==> src/rtl/cpfd_pkg.sv <==
// ----------------------------------------------------------------------------
// cpfd_pkg
// Shared constants, codes and types of the packet fragment deframer.
// ----------------------------------------------------------------------------
package cpfd_pkg;

  // Width of the byte position and byte counters
  localparam int POSITION_BITS = 22;

  localparam int CFG_IDX_W = 8;
  localparam int TOTAL_W   = 22;

  // Configuration register indexes
  localparam logic [CFG_IDX_W-1:0] CFG_DESK_CHANNEL   = CFG_IDX_W'(0);
  localparam logic [CFG_IDX_W-1:0] CFG_MAX_TOTAL_SIZE = CFG_IDX_W'(1);

  localparam logic [31:0]        DESK_CHANNEL_RST   = 32'd10;
  localparam logic [TOTAL_W-1:0] MAX_TOTAL_SIZE_RST = 22'h241800;

  // Parser phases
  localparam logic [2:0] PH_HEADER  = 3'd0;
  localparam logic [2:0] PH_CHANNEL = 3'd1;
  localparam logic [2:0] PH_FRAGHDR = 3'd2;
  localparam logic [2:0] PH_DATA    = 3'd3;
  localparam logic [2:0] PH_SKIP    = 3'd4;

  localparam logic [31:0] DATA_MAGIC   = 32'h43504b54;
  localparam logic [31:0] LENGTH_SLACK = 32'h00010000;
  localparam logic [31:0] GROUP_BYTES  = 32'd12;
  localparam logic [31:0] MIN_CHAN_LEN = 32'd4;

  // Byte counter marks within a word group
  localparam logic [3:0] FC_WORD1_START = 4'd4;
  localparam logic [3:0] FC_WORD2_START = 4'd8;
  localparam logic [3:0] FC_WORD_LAST   = 4'd3;
  localparam logic [3:0] FC_GROUP_LAST  = 4'd11;

  typedef struct packed {
    logic [31:0]        desk_channel;
    logic [TOTAL_W-1:0] max_total_size;
  } cfg_t;

  typedef struct packed {
    logic [7:0]         frag_byte;
    logic [31:0]        frag_sequence;
    logic [TOTAL_W-1:0] byte_position;
    logic [TOTAL_W-1:0] record_total;
    logic               last_of_fragment;
    logic               fault;
  } frag_t;

  typedef struct packed {
    logic  valid;
    frag_t frag;
  } res_t;

endpackage

==> src/rtl/cpfd_byte_if.sv <==
// ----------------------------------------------------------------------------
// cpfd_byte_if
// Raw stream byte channel with valid/ready handshake.
// ----------------------------------------------------------------------------
interface cpfd_byte_if;
  logic       valid;
  logic       ready;
  logic [7:0] stream_byte;

  modport source (output valid, output stream_byte, input ready);
  modport sink   (input valid, input stream_byte, output ready);
endinterface

==> src/rtl/cpfd_frag_if.sv <==
// ----------------------------------------------------------------------------
// cpfd_frag_if
// Fragment result channel with valid/ready handshake.
// ----------------------------------------------------------------------------
interface cpfd_frag_if;
  logic        valid;
  logic        ready;
  logic [7:0]  frag_byte;
  logic [31:0] frag_sequence;
  logic [21:0] byte_position;
  logic [21:0] record_total;
  logic        last_of_fragment;
  logic        fault;

  modport source (output valid, output frag_byte, output frag_sequence,
                  output byte_position, output record_total,
                  output last_of_fragment, output fault, input ready);
  modport sink   (input valid, input frag_byte, input frag_sequence,
                  input byte_position, input record_total,
                  input last_of_fragment, input fault, output ready);
endinterface

==> src/rtl/cpfd_cfg_if.sv <==
// ----------------------------------------------------------------------------
// cpfd_cfg_if
// Configuration register write channel with valid/ready handshake.
// ----------------------------------------------------------------------------
interface cpfd_cfg_if;
  logic        valid;
  logic        ready;
  logic [7:0]  index;
  logic [31:0] data;

  modport source (output valid, output index, output data, input ready);
  modport sink   (input valid, input index, input data, output ready);
endinterface

==> src/rtl/cpfd_cfg_regs.sv <==
// ----------------------------------------------------------------------------
// cpfd_cfg_regs
// Configuration registers: desk channel and maximum fragment total.
// ----------------------------------------------------------------------------
module cpfd_cfg_regs (
  input  logic              clk,
  input  logic              rst_n,
  cpfd_cfg_if.sink          cfg,
  output cpfd_pkg::cfg_t    cfg_o
);

  cpfd_pkg::cfg_t cfg_r;

  assign cfg.ready = 1'b1;
  assign cfg_o     = cfg_r;

  always_ff @(posedge clk) begin
    if (!rst_n) begin
      cfg_r.desk_channel   <= cpfd_pkg::DESK_CHANNEL_RST;
      cfg_r.max_total_size <= cpfd_pkg::MAX_TOTAL_SIZE_RST;
    end else if (cfg.valid) begin
      // unknown indexes drop silently
      case (cfg.index)
        cpfd_pkg::CFG_DESK_CHANNEL:   cfg_r.desk_channel   <= cfg.data;
        cpfd_pkg::CFG_MAX_TOTAL_SIZE: cfg_r.max_total_size <= cfg.data[cpfd_pkg::TOTAL_W-1:0];
        default: ;
      endcase
    end
  end

endmodule

==> src/rtl/cpfd_in_reg.sv <==
// ----------------------------------------------------------------------------
// cpfd_in_reg
// Input register holding one stream byte until the parser takes it.
// ----------------------------------------------------------------------------
module cpfd_in_reg (
  input  logic        clk,
  input  logic        rst_n,
  cpfd_byte_if.sink   in_ch,
  input  logic        take,
  output logic        held_valid,
  output logic [7:0]  held_byte
);

  logic       valid_r;
  logic [7:0] byte_r;

  assign in_ch.ready = !valid_r || take;
  assign held_valid  = valid_r;
  assign held_byte   = byte_r;

  always_ff @(posedge clk) begin
    if (!rst_n) begin
      valid_r <= 1'b0;
    end else if (in_ch.ready) begin
      valid_r <= in_ch.valid;
    end
  end

  always_ff @(posedge clk) begin
    if (in_ch.valid && in_ch.ready) begin
      byte_r <= in_ch.stream_byte;
    end
  end

endmodule

==> src/rtl/cpfd_parser.sv <==
// ----------------------------------------------------------------------------
// cpfd_parser
// Packet and fragment header parser: one stream byte per step, at most one
// fragment byte or fault request out.
// ----------------------------------------------------------------------------
module cpfd_parser (
  input  logic              clk,
  input  logic              rst_n,
  input  logic              step,
  input  logic [7:0]        stream_byte,
  input  cpfd_pkg::cfg_t    cfg,
  output cpfd_pkg::res_t    res
);

  localparam int PW = cpfd_pkg::POSITION_BITS;

  logic [2:0]    phase_r,   phase_nxt;
  logic [3:0]    fcnt_r,    fcnt_nxt;
  logic          halted_r,  halted_nxt;
  logic [31:0]   magic_r,   magic_nxt;
  logic [31:0]   len_r,     len_nxt;
  logic [31:0]   chan_r,    chan_nxt;
  logic [31:0]   seq_r,     seq_nxt;
  logic [31:0]   offset_r,  offset_nxt;
  logic [31:0]   total_r,   total_nxt;
  logic [PW-1:0] left_r,    left_nxt;
  logic [PW-1:0] pos_r,     pos_nxt;

  logic [31:0] rem;
  logic [31:0] len_full;
  logic [31:0] chan_full;
  logic [31:0] total_full;
  logic [31:0] len_limit;
  logic [31:0] max_total;
  logic        bad_bounds;

  function automatic logic [31:0] put_le(input logic [31:0] w, input logic [1:0] idx,
                                         input logic [7:0] b);
    logic [31:0] r;
    if (idx == 2'd0) begin
      r = {24'd0, b};
    end else begin
      r = w | ({24'd0, b} << {idx, 3'b000});
    end
    return r;
  endfunction

  always_comb begin
    phase_nxt  = phase_r;
    fcnt_nxt   = fcnt_r;
    halted_nxt = halted_r;
    magic_nxt  = magic_r;
    len_nxt    = len_r;
    chan_nxt   = chan_r;
    seq_nxt    = seq_r;
    offset_nxt = offset_r;
    total_nxt  = total_r;
    left_nxt   = left_r;
    pos_nxt    = pos_r;
    res        = '0;

    rem        = len_r - 32'd1;
    len_full   = put_le(len_r, fcnt_r[1:0], stream_byte);
    chan_full  = put_le(chan_r, fcnt_r[1:0], stream_byte);
    total_full = put_le(total_r, fcnt_r[1:0], stream_byte);
    max_total  = 32'(cfg.max_total_size);
    len_limit  = max_total + cpfd_pkg::LENGTH_SLACK;
    bad_bounds = (total_full == 32'd0) || (total_full > max_total) ||
                 (offset_r > total_full) || (rem > total_full - offset_r);

    if (!halted_r) begin
      case (phase_r)
        cpfd_pkg::PH_HEADER: begin
          // version bytes carry no effect and are not kept
          if (fcnt_r >= cpfd_pkg::FC_WORD2_START) begin
            len_nxt = len_full;
          end else if (fcnt_r >= cpfd_pkg::FC_WORD1_START) begin
            magic_nxt = put_le(magic_r, fcnt_r[1:0], stream_byte);
          end
          if (fcnt_r != cpfd_pkg::FC_GROUP_LAST) begin
            fcnt_nxt = fcnt_r + 4'd1;
          end else begin
            fcnt_nxt = '0;
            if (len_full > len_limit) begin
              halted_nxt     = 1'b1;
              res.valid      = 1'b1;
              res.frag.fault = 1'b1;
            end else if (len_full == 32'd0) begin
              phase_nxt = cpfd_pkg::PH_HEADER;
            end else if (magic_r == cpfd_pkg::DATA_MAGIC && len_full >= cpfd_pkg::MIN_CHAN_LEN) begin
              phase_nxt = cpfd_pkg::PH_CHANNEL;
            end else begin
              phase_nxt = cpfd_pkg::PH_SKIP;
            end
          end
        end

        cpfd_pkg::PH_CHANNEL: begin
          len_nxt  = rem;
          chan_nxt = chan_full;
          fcnt_nxt = fcnt_r + 4'd1;
          if (fcnt_r == cpfd_pkg::FC_WORD_LAST) begin
            fcnt_nxt = '0;
            if (chan_full == cfg.desk_channel && rem >= cpfd_pkg::GROUP_BYTES) begin
              phase_nxt = cpfd_pkg::PH_FRAGHDR;
            end else begin
              phase_nxt = (rem == 32'd0) ? cpfd_pkg::PH_HEADER : cpfd_pkg::PH_SKIP;
            end
          end
        end

        cpfd_pkg::PH_FRAGHDR: begin
          len_nxt = rem;
          if (fcnt_r >= cpfd_pkg::FC_WORD2_START) begin
            total_nxt = total_full;
          end else if (fcnt_r >= cpfd_pkg::FC_WORD1_START) begin
            offset_nxt = put_le(offset_r, fcnt_r[1:0], stream_byte);
          end else begin
            seq_nxt = put_le(seq_r, fcnt_r[1:0], stream_byte);
          end
          if (fcnt_r != cpfd_pkg::FC_GROUP_LAST) begin
            fcnt_nxt = fcnt_r + 4'd1;
          end else begin
            fcnt_nxt = '0;
            if (bad_bounds || rem == 32'd0) begin
              phase_nxt = (rem == 32'd0) ? cpfd_pkg::PH_HEADER : cpfd_pkg::PH_SKIP;
            end else begin
              left_nxt  = rem[PW-1:0];
              pos_nxt   = offset_r[PW-1:0];
              phase_nxt = cpfd_pkg::PH_DATA;
            end
          end
        end

        cpfd_pkg::PH_DATA: begin
          len_nxt                    = rem;
          res.valid                  = 1'b1;
          res.frag.frag_byte         = stream_byte;
          res.frag.frag_sequence     = seq_r;
          res.frag.byte_position     = cpfd_pkg::TOTAL_W'(pos_r);
          res.frag.record_total      = total_r[cpfd_pkg::TOTAL_W-1:0];
          res.frag.last_of_fragment  = (left_r == PW'(1));
          pos_nxt                    = pos_r + PW'(1);
          left_nxt                   = left_r - PW'(1);
          if (rem == 32'd0 || left_nxt == '0) begin
            fcnt_nxt  = '0;
            phase_nxt = (rem == 32'd0) ? cpfd_pkg::PH_HEADER : cpfd_pkg::PH_SKIP;
          end
        end

        default: begin
          // skip the rest of the payload
          len_nxt = rem;
          if (rem == 32'd0) begin
            fcnt_nxt  = '0;
            phase_nxt = cpfd_pkg::PH_HEADER;
          end else begin
            phase_nxt = cpfd_pkg::PH_SKIP;
          end
        end
      endcase
    end
  end

  always_ff @(posedge clk) begin
    if (!rst_n) begin
      phase_r  <= cpfd_pkg::PH_HEADER;
      fcnt_r   <= '0;
      halted_r <= 1'b0;
    end else if (step) begin
      phase_r  <= phase_nxt;
      fcnt_r   <= fcnt_nxt;
      halted_r <= halted_nxt;
    end
  end

  always_ff @(posedge clk) begin
    if (step) begin
      magic_r  <= magic_nxt;
      len_r    <= len_nxt;
      chan_r   <= chan_nxt;
      seq_r    <= seq_nxt;
      offset_r <= offset_nxt;
      total_r  <= total_nxt;
      left_r   <= left_nxt;
      pos_r    <= pos_nxt;
    end
  end

endmodule

==> src/rtl/cpfd_out_reg.sv <==
// ----------------------------------------------------------------------------
// cpfd_out_reg
// Result register driving the fragment channel.
// ----------------------------------------------------------------------------
module cpfd_out_reg (
  input  logic             clk,
  input  logic             rst_n,
  input  logic             load,
  input  cpfd_pkg::frag_t  frag_i,
  output logic             slot_free,
  cpfd_frag_if.source      out_ch
);

  logic            valid_r;
  cpfd_pkg::frag_t frag_r;

  assign slot_free = !valid_r || out_ch.ready;

  assign out_ch.valid            = valid_r;
  assign out_ch.frag_byte        = frag_r.frag_byte;
  assign out_ch.frag_sequence    = frag_r.frag_sequence;
  assign out_ch.byte_position    = frag_r.byte_position;
  assign out_ch.record_total     = frag_r.record_total;
  assign out_ch.last_of_fragment = frag_r.last_of_fragment;
  assign out_ch.fault            = frag_r.fault;

  always_ff @(posedge clk) begin
    if (!rst_n) begin
      valid_r <= 1'b0;
    end else if (load) begin
      valid_r <= 1'b1;
    end else if (out_ch.ready) begin
      valid_r <= 1'b0;
    end
  end

  always_ff @(posedge clk) begin
    if (load) begin
      frag_r <= frag_i;
    end
  end

endmodule

==> src/rtl/channel_packet_fragment_deframer.sv <==
// ----------------------------------------------------------------------------
// channel_packet_fragment_deframer
// Parses a received byte stream into packets and emits the data bytes of
// desktop fragments on the selected channel.
//
// Channels: in_stream takes one stream byte per request; out_frag gives one
// fragment byte per request with its sequence, absolute position, record
// total and last mark, or a single fault request; cfg_wr writes desk_channel
// (index 0) and max_total_size (index 1) and is always ready.
// Path: a byte that yields a result is taken into the input register, and its
// result enters the result register when the parser steps on that byte.
// Throughput: one byte per clock unless a result waits on a held out_frag, set
// by the single parser stage; header and skipped bytes yield no request but take the same slot.
// Reset: rst_n (synchronous) empties both registers, returns the parser to
// the packet header and restores register defaults.
// Stall: while out_frag is held, the pending result waits in the result
// register; the input register holds one more byte and in_stream drops ready
// only when that byte would produce a result too. After a fault request,
// bytes are accepted and dropped until reset.
// ----------------------------------------------------------------------------
module channel_packet_fragment_deframer (
  input  logic         clk,
  input  logic         rst_n,
  cpfd_byte_if.sink    in_stream,
  cpfd_frag_if.source  out_frag,
  cpfd_cfg_if.sink     cfg_wr
);

  cpfd_pkg::cfg_t cfg;
  cpfd_pkg::res_t res;
  logic           held_valid;
  logic [7:0]     held_byte;
  logic           slot_free;
  logic           step;

  // advance the parser unless its result would collide with a stalled one
  assign step = held_valid && (!res.valid || slot_free);

  cpfd_cfg_regs u_cfg (
    .clk   (clk),
    .rst_n (rst_n),
    .cfg   (cfg_wr),
    .cfg_o (cfg)
  );

  cpfd_in_reg u_in (
    .clk        (clk),
    .rst_n      (rst_n),
    .in_ch      (in_stream),
    .take       (step),
    .held_valid (held_valid),
    .held_byte  (held_byte)
  );

  cpfd_parser u_parser (
    .clk         (clk),
    .rst_n       (rst_n),
    .step        (step),
    .stream_byte (held_byte),
    .cfg         (cfg),
    .res         (res)
  );

  cpfd_out_reg u_out (
    .clk       (clk),
    .rst_n     (rst_n),
    .load      (step && res.valid),
    .frag_i    (res.frag),
    .slot_free (slot_free),
    .out_ch    (out_frag)
  );

endmodule

==> src/flat_wrapper.sv <==
// flat-port wrapper written by rule: the top's interface ports become plain ports
module channel_packet_fragment_deframer_flat 
  (clk, rst_n, in_stream_valid, in_stream_stream_byte, in_stream_ready, out_frag_valid, out_frag_frag_byte, out_frag_frag_sequence, out_frag_byte_position, out_frag_record_total, out_frag_last_of_fragment, out_frag_fault, out_frag_ready, cfg_wr_valid, cfg_wr_index, cfg_wr_data, cfg_wr_ready);
  cpfd_byte_if in_stream_i ();
  cpfd_frag_if out_frag_i ();
  cpfd_cfg_if cfg_wr_i ();
  input  logic clk;
  input  logic rst_n;
  input wire logic [$bits(in_stream_i.valid)-1:0] in_stream_valid;
  input wire logic [$bits(in_stream_i.stream_byte)-1:0] in_stream_stream_byte;
  output wire logic [$bits(in_stream_i.ready)-1:0] in_stream_ready;
  output wire logic [$bits(out_frag_i.valid)-1:0] out_frag_valid;
  output wire logic [$bits(out_frag_i.frag_byte)-1:0] out_frag_frag_byte;
  output wire logic [$bits(out_frag_i.frag_sequence)-1:0] out_frag_frag_sequence;
  output wire logic [$bits(out_frag_i.byte_position)-1:0] out_frag_byte_position;
  output wire logic [$bits(out_frag_i.record_total)-1:0] out_frag_record_total;
  output wire logic [$bits(out_frag_i.last_of_fragment)-1:0] out_frag_last_of_fragment;
  output wire logic [$bits(out_frag_i.fault)-1:0] out_frag_fault;
  input wire logic [$bits(out_frag_i.ready)-1:0] out_frag_ready;
  input wire logic [$bits(cfg_wr_i.valid)-1:0] cfg_wr_valid;
  input wire logic [$bits(cfg_wr_i.index)-1:0] cfg_wr_index;
  input wire logic [$bits(cfg_wr_i.data)-1:0] cfg_wr_data;
  output wire logic [$bits(cfg_wr_i.ready)-1:0] cfg_wr_ready;
  assign in_stream_i.valid = in_stream_valid;
  assign in_stream_i.stream_byte = in_stream_stream_byte;
  assign in_stream_ready = in_stream_i.ready;
  assign out_frag_valid = out_frag_i.valid;
  assign out_frag_frag_byte = out_frag_i.frag_byte;
  assign out_frag_frag_sequence = out_frag_i.frag_sequence;
  assign out_frag_byte_position = out_frag_i.byte_position;
  assign out_frag_record_total = out_frag_i.record_total;
  assign out_frag_last_of_fragment = out_frag_i.last_of_fragment;
  assign out_frag_fault = out_frag_i.fault;
  assign out_frag_i.ready = out_frag_ready;
  assign cfg_wr_i.valid = cfg_wr_valid;
  assign cfg_wr_i.index = cfg_wr_index;
  assign cfg_wr_i.data = cfg_wr_data;
  assign cfg_wr_ready = cfg_wr_i.ready;
  channel_packet_fragment_deframer u_core (.clk(clk), .rst_n(rst_n), .in_stream(in_stream_i), .out_frag(out_frag_i), .cfg_wr(cfg_wr_i));
endmodule
==> config.mk <==
export PLATFORM = sky130hd
export DESIGN_NAME = channel_packet_fragment_deframer_flat
export DESIGN_NICKNAME = d
export VERILOG_FILES = /design/src/rtl/cpfd_pkg.sv /design/src/rtl/cpfd_byte_if.sv /design/src/rtl/cpfd_frag_if.sv /design/src/rtl/cpfd_cfg_if.sv /design/src/rtl/cpfd_cfg_regs.sv /design/src/rtl/cpfd_in_reg.sv /design/src/rtl/cpfd_parser.sv /design/src/rtl/cpfd_out_reg.sv /design/src/rtl/channel_packet_fragment_deframer.sv /design/src/flat_wrapper.sv
export SDC_FILE = /design/constraint.sdc
export NUM_CORES = 1
export LEC_CHECK = 0
export BUFFER_PORTS_ARGS = -buffer_cell sky130_fd_sc_hd__buf_2
export CORE_MARGIN = 1.5
export CORE_UTILIZATION = 65
export DETAILED_ROUTE_END_ITERATION = 8
export GPL_TIMING_DRIVEN = 0
export PLACE_DENSITY = 0.85
export SLEW_MARGIN = 20
export SYNTH_ARGS = -nofsm -noshare
export SYNTH_HDL_FRONTEND = slang
export SYNTH_SLANG_ARGS = --single-unit
==> constraint.sdc <==
create_clock -name clk -period 19.48 [get_ports clk]
set_clock_uncertainty 0.15 [all_clocks]
set_input_delay 0.974 -clock clk [delete_from_list [all_inputs] [get_ports clk]]
set_output_delay 0.974 -clock clk [all_outputs]
set_load 0.03 [all_outputs]
==> flow_results.xml <==
<?xml version="1.0" encoding="UTF-8"?>
<metrics>
  <group name="global_routing">
    <metric name="grt_usage" unit="%">38.86</metric>
    <metric name="grt_start_max_net_pins" unit="">23</metric>
    <metric name="grt_overflow" unit="">0</metric>
    <metric name="antenna_found_initial" unit="">2</metric>
    <metric name="grt_pass1_vias" unit="">17587</metric>
    <metric name="wire_length_of_the_first_global_routing_pass" unit="um">102900</metric>
  </group>
  <group name="logic_synthesis">
    <metric name="synth.ff_latch_count" unit="">394</metric>
    <metric name="area_of_the_mapped_netlist" unit="um2">22120</metric>
    <metric name="synthMuxAreaShare" unit="%">1.137</metric>
    <metric name="main_combinational_cell_family_by_area_after_synthesis" unit="">simple AND/OR/NAND/NOR gates</metric>
    <metric name="syn_area_per_cell" unit="um2">9.776</metric>
    <metric name="post_synth_inst_count" unit="">2263</metric>
    <metric name="synth_cell_type_count" unit="">79</metric>
    <metric name="synth.yosys.warnings" unit="">0</metric>
    <metric name="synth-simple-area-share" unit="%">20.21</metric>
    <metric name="asyncSetResetFlopFracSynth" unit="%">0</metric>
    <metric name="synth-edff-count" unit="">330</metric>
    <metric name="synthFlopType" unit="">edfxtp_1</metric>
    <metric name="parity_gate_share_of_the_synthesized_area_counting_xor_and_xnor_cells" unit="%">4.751</metric>
    <metric name="yosys.area_share.adder" unit="%">6.708</metric>
    <metric name="synth_fp_nets" unit="">2434</metric>
    <metric name="synth_compound_gate_area_share" unit="%">11.91</metric>
    <metric name="synth-seq-area-share" unit="%">50.59</metric>
  </group>
  <group name="power">
    <metric name="total_power" unit="mW">1.841</metric>
    <metric name="peak_vdd_ir" unit="V">0.00008343</metric>
    <metric name="share_comb_of_total_power" unit="%">8.3</metric>
    <metric name="power_switching" unit="mW">0.4364</metric>
    <metric name="share_seq_of_total_power" unit="%">49.7</metric>
    <metric name="share_clk_of_total_power" unit="%">42.1</metric>
    <metric name="p_leak" unit="nW">10.15</metric>
    <metric name="power.density" unit="nW/um2">73.61</metric>
    <metric name="netSwitchingFraction" unit="%">23.70</metric>
    <metric name="internal-power" unit="mW">1.405</metric>
  </group>
  <group name="clock_tree">
    <metric name="tritoncts_clock_tree" unit="">built</metric>
    <metric name="cts_resized" unit="">0</metric>
    <metric name="setup_repair_bufs_after_cts" unit="">0</metric>
    <metric name="clockBufferDepth" unit="">3</metric>
    <metric name="clkTransAtPathRegs" unit="ns">0.07</metric>
    <metric name="clkLatencyLatePin" unit="ns">0.55</metric>
    <metric name="cts.hold.buffers_added" unit="">0</metric>
    <metric name="cts_buffers" unit="">41</metric>
    <metric name="cts.htree.levels" unit="">2</metric>
    <metric name="tritoncts_num_sinks" unit="">394</metric>
    <metric name="clock-root-buffer" unit="">clkbuf_16</metric>
  </group>
  <group name="detailed_routing">
    <metric name="first_iter_violations" unit="">2563</metric>
    <metric name="drtAntennaViolNets" unit="">0</metric>
    <metric name="totalWireLength" unit="um">68800</metric>
    <metric name="viasPerCell" unit="">6.415</metric>
    <metric name="routed-via-count" unit="">18944</metric>
    <metric name="drt-pass1-iter-count" unit="">6</metric>
    <metric name="number_of_design_rule_violations_left_after_detail_routing" unit="">0</metric>
    <metric name="wl_per_cell" unit="um">23.30</metric>
  </group>
  <group name="placement">
    <metric name="port_buffers" unit="">140</metric>
    <metric name="dp_hpwl" unit="um">52130</metric>
    <metric name="routabilityCongestion" unit="">1.039</metric>
    <metric name="placed_cell_area" unit="um2">23700</metric>
    <metric name="post-place-ws" unit="ns">7.768</metric>
  </group>
  <group name="sta">
    <metric name="fmax" unit="GHz">0.08132</metric>
    <metric name="worst_slack" unit="ns">7.182</metric>
    <metric name="worst-slew-pin-transition" unit="ns">1.124</metric>
    <metric name="slew_viol_final" unit="">0</metric>
    <metric name="finalSetupTns" unit="ns">0</metric>
    <metric name="report.final.hold_viol_count" unit="">0</metric>
    <metric name="timing.max_slew.rel_slack" unit="%">24.34</metric>
    <metric name="layout_min_cycle_time" unit="ns">12.30</metric>
    <metric name="finalSetupViolCount" unit="">0</metric>
    <metric name="final_min_period_over_clock_period" unit="%">63.13</metric>
    <metric name="rsz0062_at_grt" unit="">false</metric>
  </group>
  <group name="critical_path">
    <metric name="slowest_delay" unit="ns">0.91</metric>
    <metric name="cp-start-kind" unit="">flip-flop</metric>
    <metric name="worstSetupStartpoint" unit="">u_core.u_parser.fcnt_r[1]</metric>
    <metric name="worst-endpoint-arrival" unit="ns">12.39</metric>
    <metric name="cp_slowest_cell" unit="">o311ai_0</metric>
    <metric name="cp_data_required_time" unit="ns">19.57</metric>
    <metric name="endpoint_kind" unit="">flip-flop</metric>
    <metric name="path_max_fanout" unit="">10</metric>
    <metric name="crit_type" unit="">flip-flop to flip-flop</metric>
    <metric name="timing.rr.start" unit="">u_core.u_parser.fcnt_r[1]</metric>
  </group>
  <group name="floorplan">
    <metric name="die_area" unit="um2">35150</metric>
    <metric name="core_area" unit="um2">33530</metric>
    <metric name="dieHeight" unit="um">187.5</metric>
    <metric name="dieWidth" unit="um">187.5</metric>
    <metric name="initial_core_utilization" unit="%">65.97</metric>
    <metric name="io_pins" unit="">142</metric>
    <metric name="rows" unit="">67</metric>
  </group>
  <group name="finish">
    <metric name="post_route_cells_drive_above_1_share" unit="%">10.82</metric>
    <metric name="finish.net_count" unit="">2644</metric>
    <metric name="layout_common_cells" unit="">nor2_1 (374), edfxtp_1 (330), nand2_1 (168), buf_2 (153), inv_1 (146)</metric>
    <metric name="layout.cell_area.non_filler" unit="um2">25010</metric>
    <metric name="syn2layout_area_growth" unit="%">13.05</metric>
    <metric name="final_common_cell" unit="">nor2_1</metric>
  </group>
  <group name="worst_hold_path">
    <metric name="min-delay-path-class" unit="">flip-flop to flip-flop</metric>
    <metric name="min_from" unit="">u_core.u_cfg.cfg_o[43]</metric>
  </group>
  <group name="run">
    <metric name="max_cap_violations" unit="">0</metric>
  </group>
  <group name="run_status">
    <metric name="run_status" unit="">finished clean</metric>
  </group>
</metrics>
[layer usage]
metal | part of all wire (%) | GRT usage [%]
met2 | 44 | 59.16
met1 | 37 | 51.71
met4 | 6.6 | 22.37
met5 | 0.013 | 0
met3 | 12 | 8.518
[path summary, 6_finish.rpt]
check	slack, ns	cells after the start	endpoint
min reg2reg	0.32	2	u_core.u_cfg.cfg_o[43]
max	7.18	35	u_core.u_parser.pos_r[2]
min	0.32	2	u_core.u_cfg.cfg_o[43]
max reg2reg	7.18	35	u_core.u_parser.pos_r[2]
[sequential cells by signal (all words and copies together) (netlist names), 4 cells and up]
| signal | count |
|---|---|
| u_core.u_cfg.cfg_o | 54 |
| u_core.u_in.held_byte | 8 |
| u_core.u_out.out_ch.byte_position | 22 |
| u_core.u_out.out_ch.frag_byte | 8 |
| u_core.u_out.out_ch.frag_sequence | 32 |
| u_core.u_out.out_ch.record_total | 22 |
| u_core.u_parser.chan_r | 32 |
| u_core.u_parser.fcnt_r | 4 |
| u_core.u_parser.left_r | 22 |
| u_core.u_parser.len_r | 32 |
| u_core.u_parser.magic_r | 32 |
| u_core.u_parser.offset_r | 32 |
| u_core.u_parser.pos_r | 22 |
| u_core.u_parser.seq_r | 32 |
| u_core.u_parser.total_r | 32 |
[critical path, delay by kind of cell (launching register included)]
| kind | cells | cell delay (ns) |
|---|---|---|
| AO/OA/AOI/OAI | 11 | 3.88 |
| XOR/XNOR | 1 | 0.10 |
| adder cells (fa/ha/maj) | 3 | 0.99 |
| buffers and inverters | 15 | 4.87 |
| flip-flops | 1 | 0.37 |
| AND/OR/NAND/NOR | 5 | 1.58 |
[logic make-up after synthesis]
group,after synthesis
AO/OA/AOI/OAI,421
AND/OR/NAND/NOR,917
other,1
flip-flops,394
buffers and inverters,267
XOR/XNOR,120
adder cells (fa/ha/maj),118
multiplexers,25
[metrics by stage]
stage,utilization [%],cells,hold WS [ns]
3_3_place_gp,69.74,2851,0.3054
5_1_grt,74.57,2952,0.3273
4_1_cts,74.57,2952,0.3166
2_1_floorplan,-,2263,0.2946
6_report,74.58,2953,0.3159
3_5_place_dp,70.68,2878,0.3095
[area by class of cell]
| cell class | instances | area (um2) |
|---|---|---|
| Sequential cell | 394 | 11190 |
| Tap cell | 448 | 560.5 |
| Multi-Input combinational cell | 1602 | 9956 |
| Clock buffer | 58 | 1161 |
| Timing Repair Buffer | 167 | 955.9 |
| Fill cell | 2336 | 8523 |
| Buffer | 119 | 481.7 |
| Antenna cell | 1 | 2.502 |
| Inverter | 148 | 555.5 |
| Clock inverter | 16 | 145.1 |
[cells in the mapped netlist, drive strengths merged (56+ instances only)]
master / count / share of area, %
xnor2: 67 / 2.7
nor3: 56 / 1.3
inv: 146 / 2.5
dfxtp: 64 / 5.8
edfxtp: 330 / 45
nand2: 168 / 2.9
a21oi: 146 / 3.3
clkbuf: 101 / 1.7
ha: 117 / 6.6
o21ai: 99 / 2.2
nor2: 376 / 6.4
and2: 68 / 1.9
[power by group through the flow]
stage	Combinational [mW]	Clock [mW]	Sequential, mW
global placement	0.138	0	0.932
finish	0.152	0.774	0.915
CTS	0.146	0.775	0.914
detailed placement	0.144	0	0.932
global route	0.162	0.806	0.914
floorplan	0.0927	0	0.930
Power figures use the tool's default switching activity.
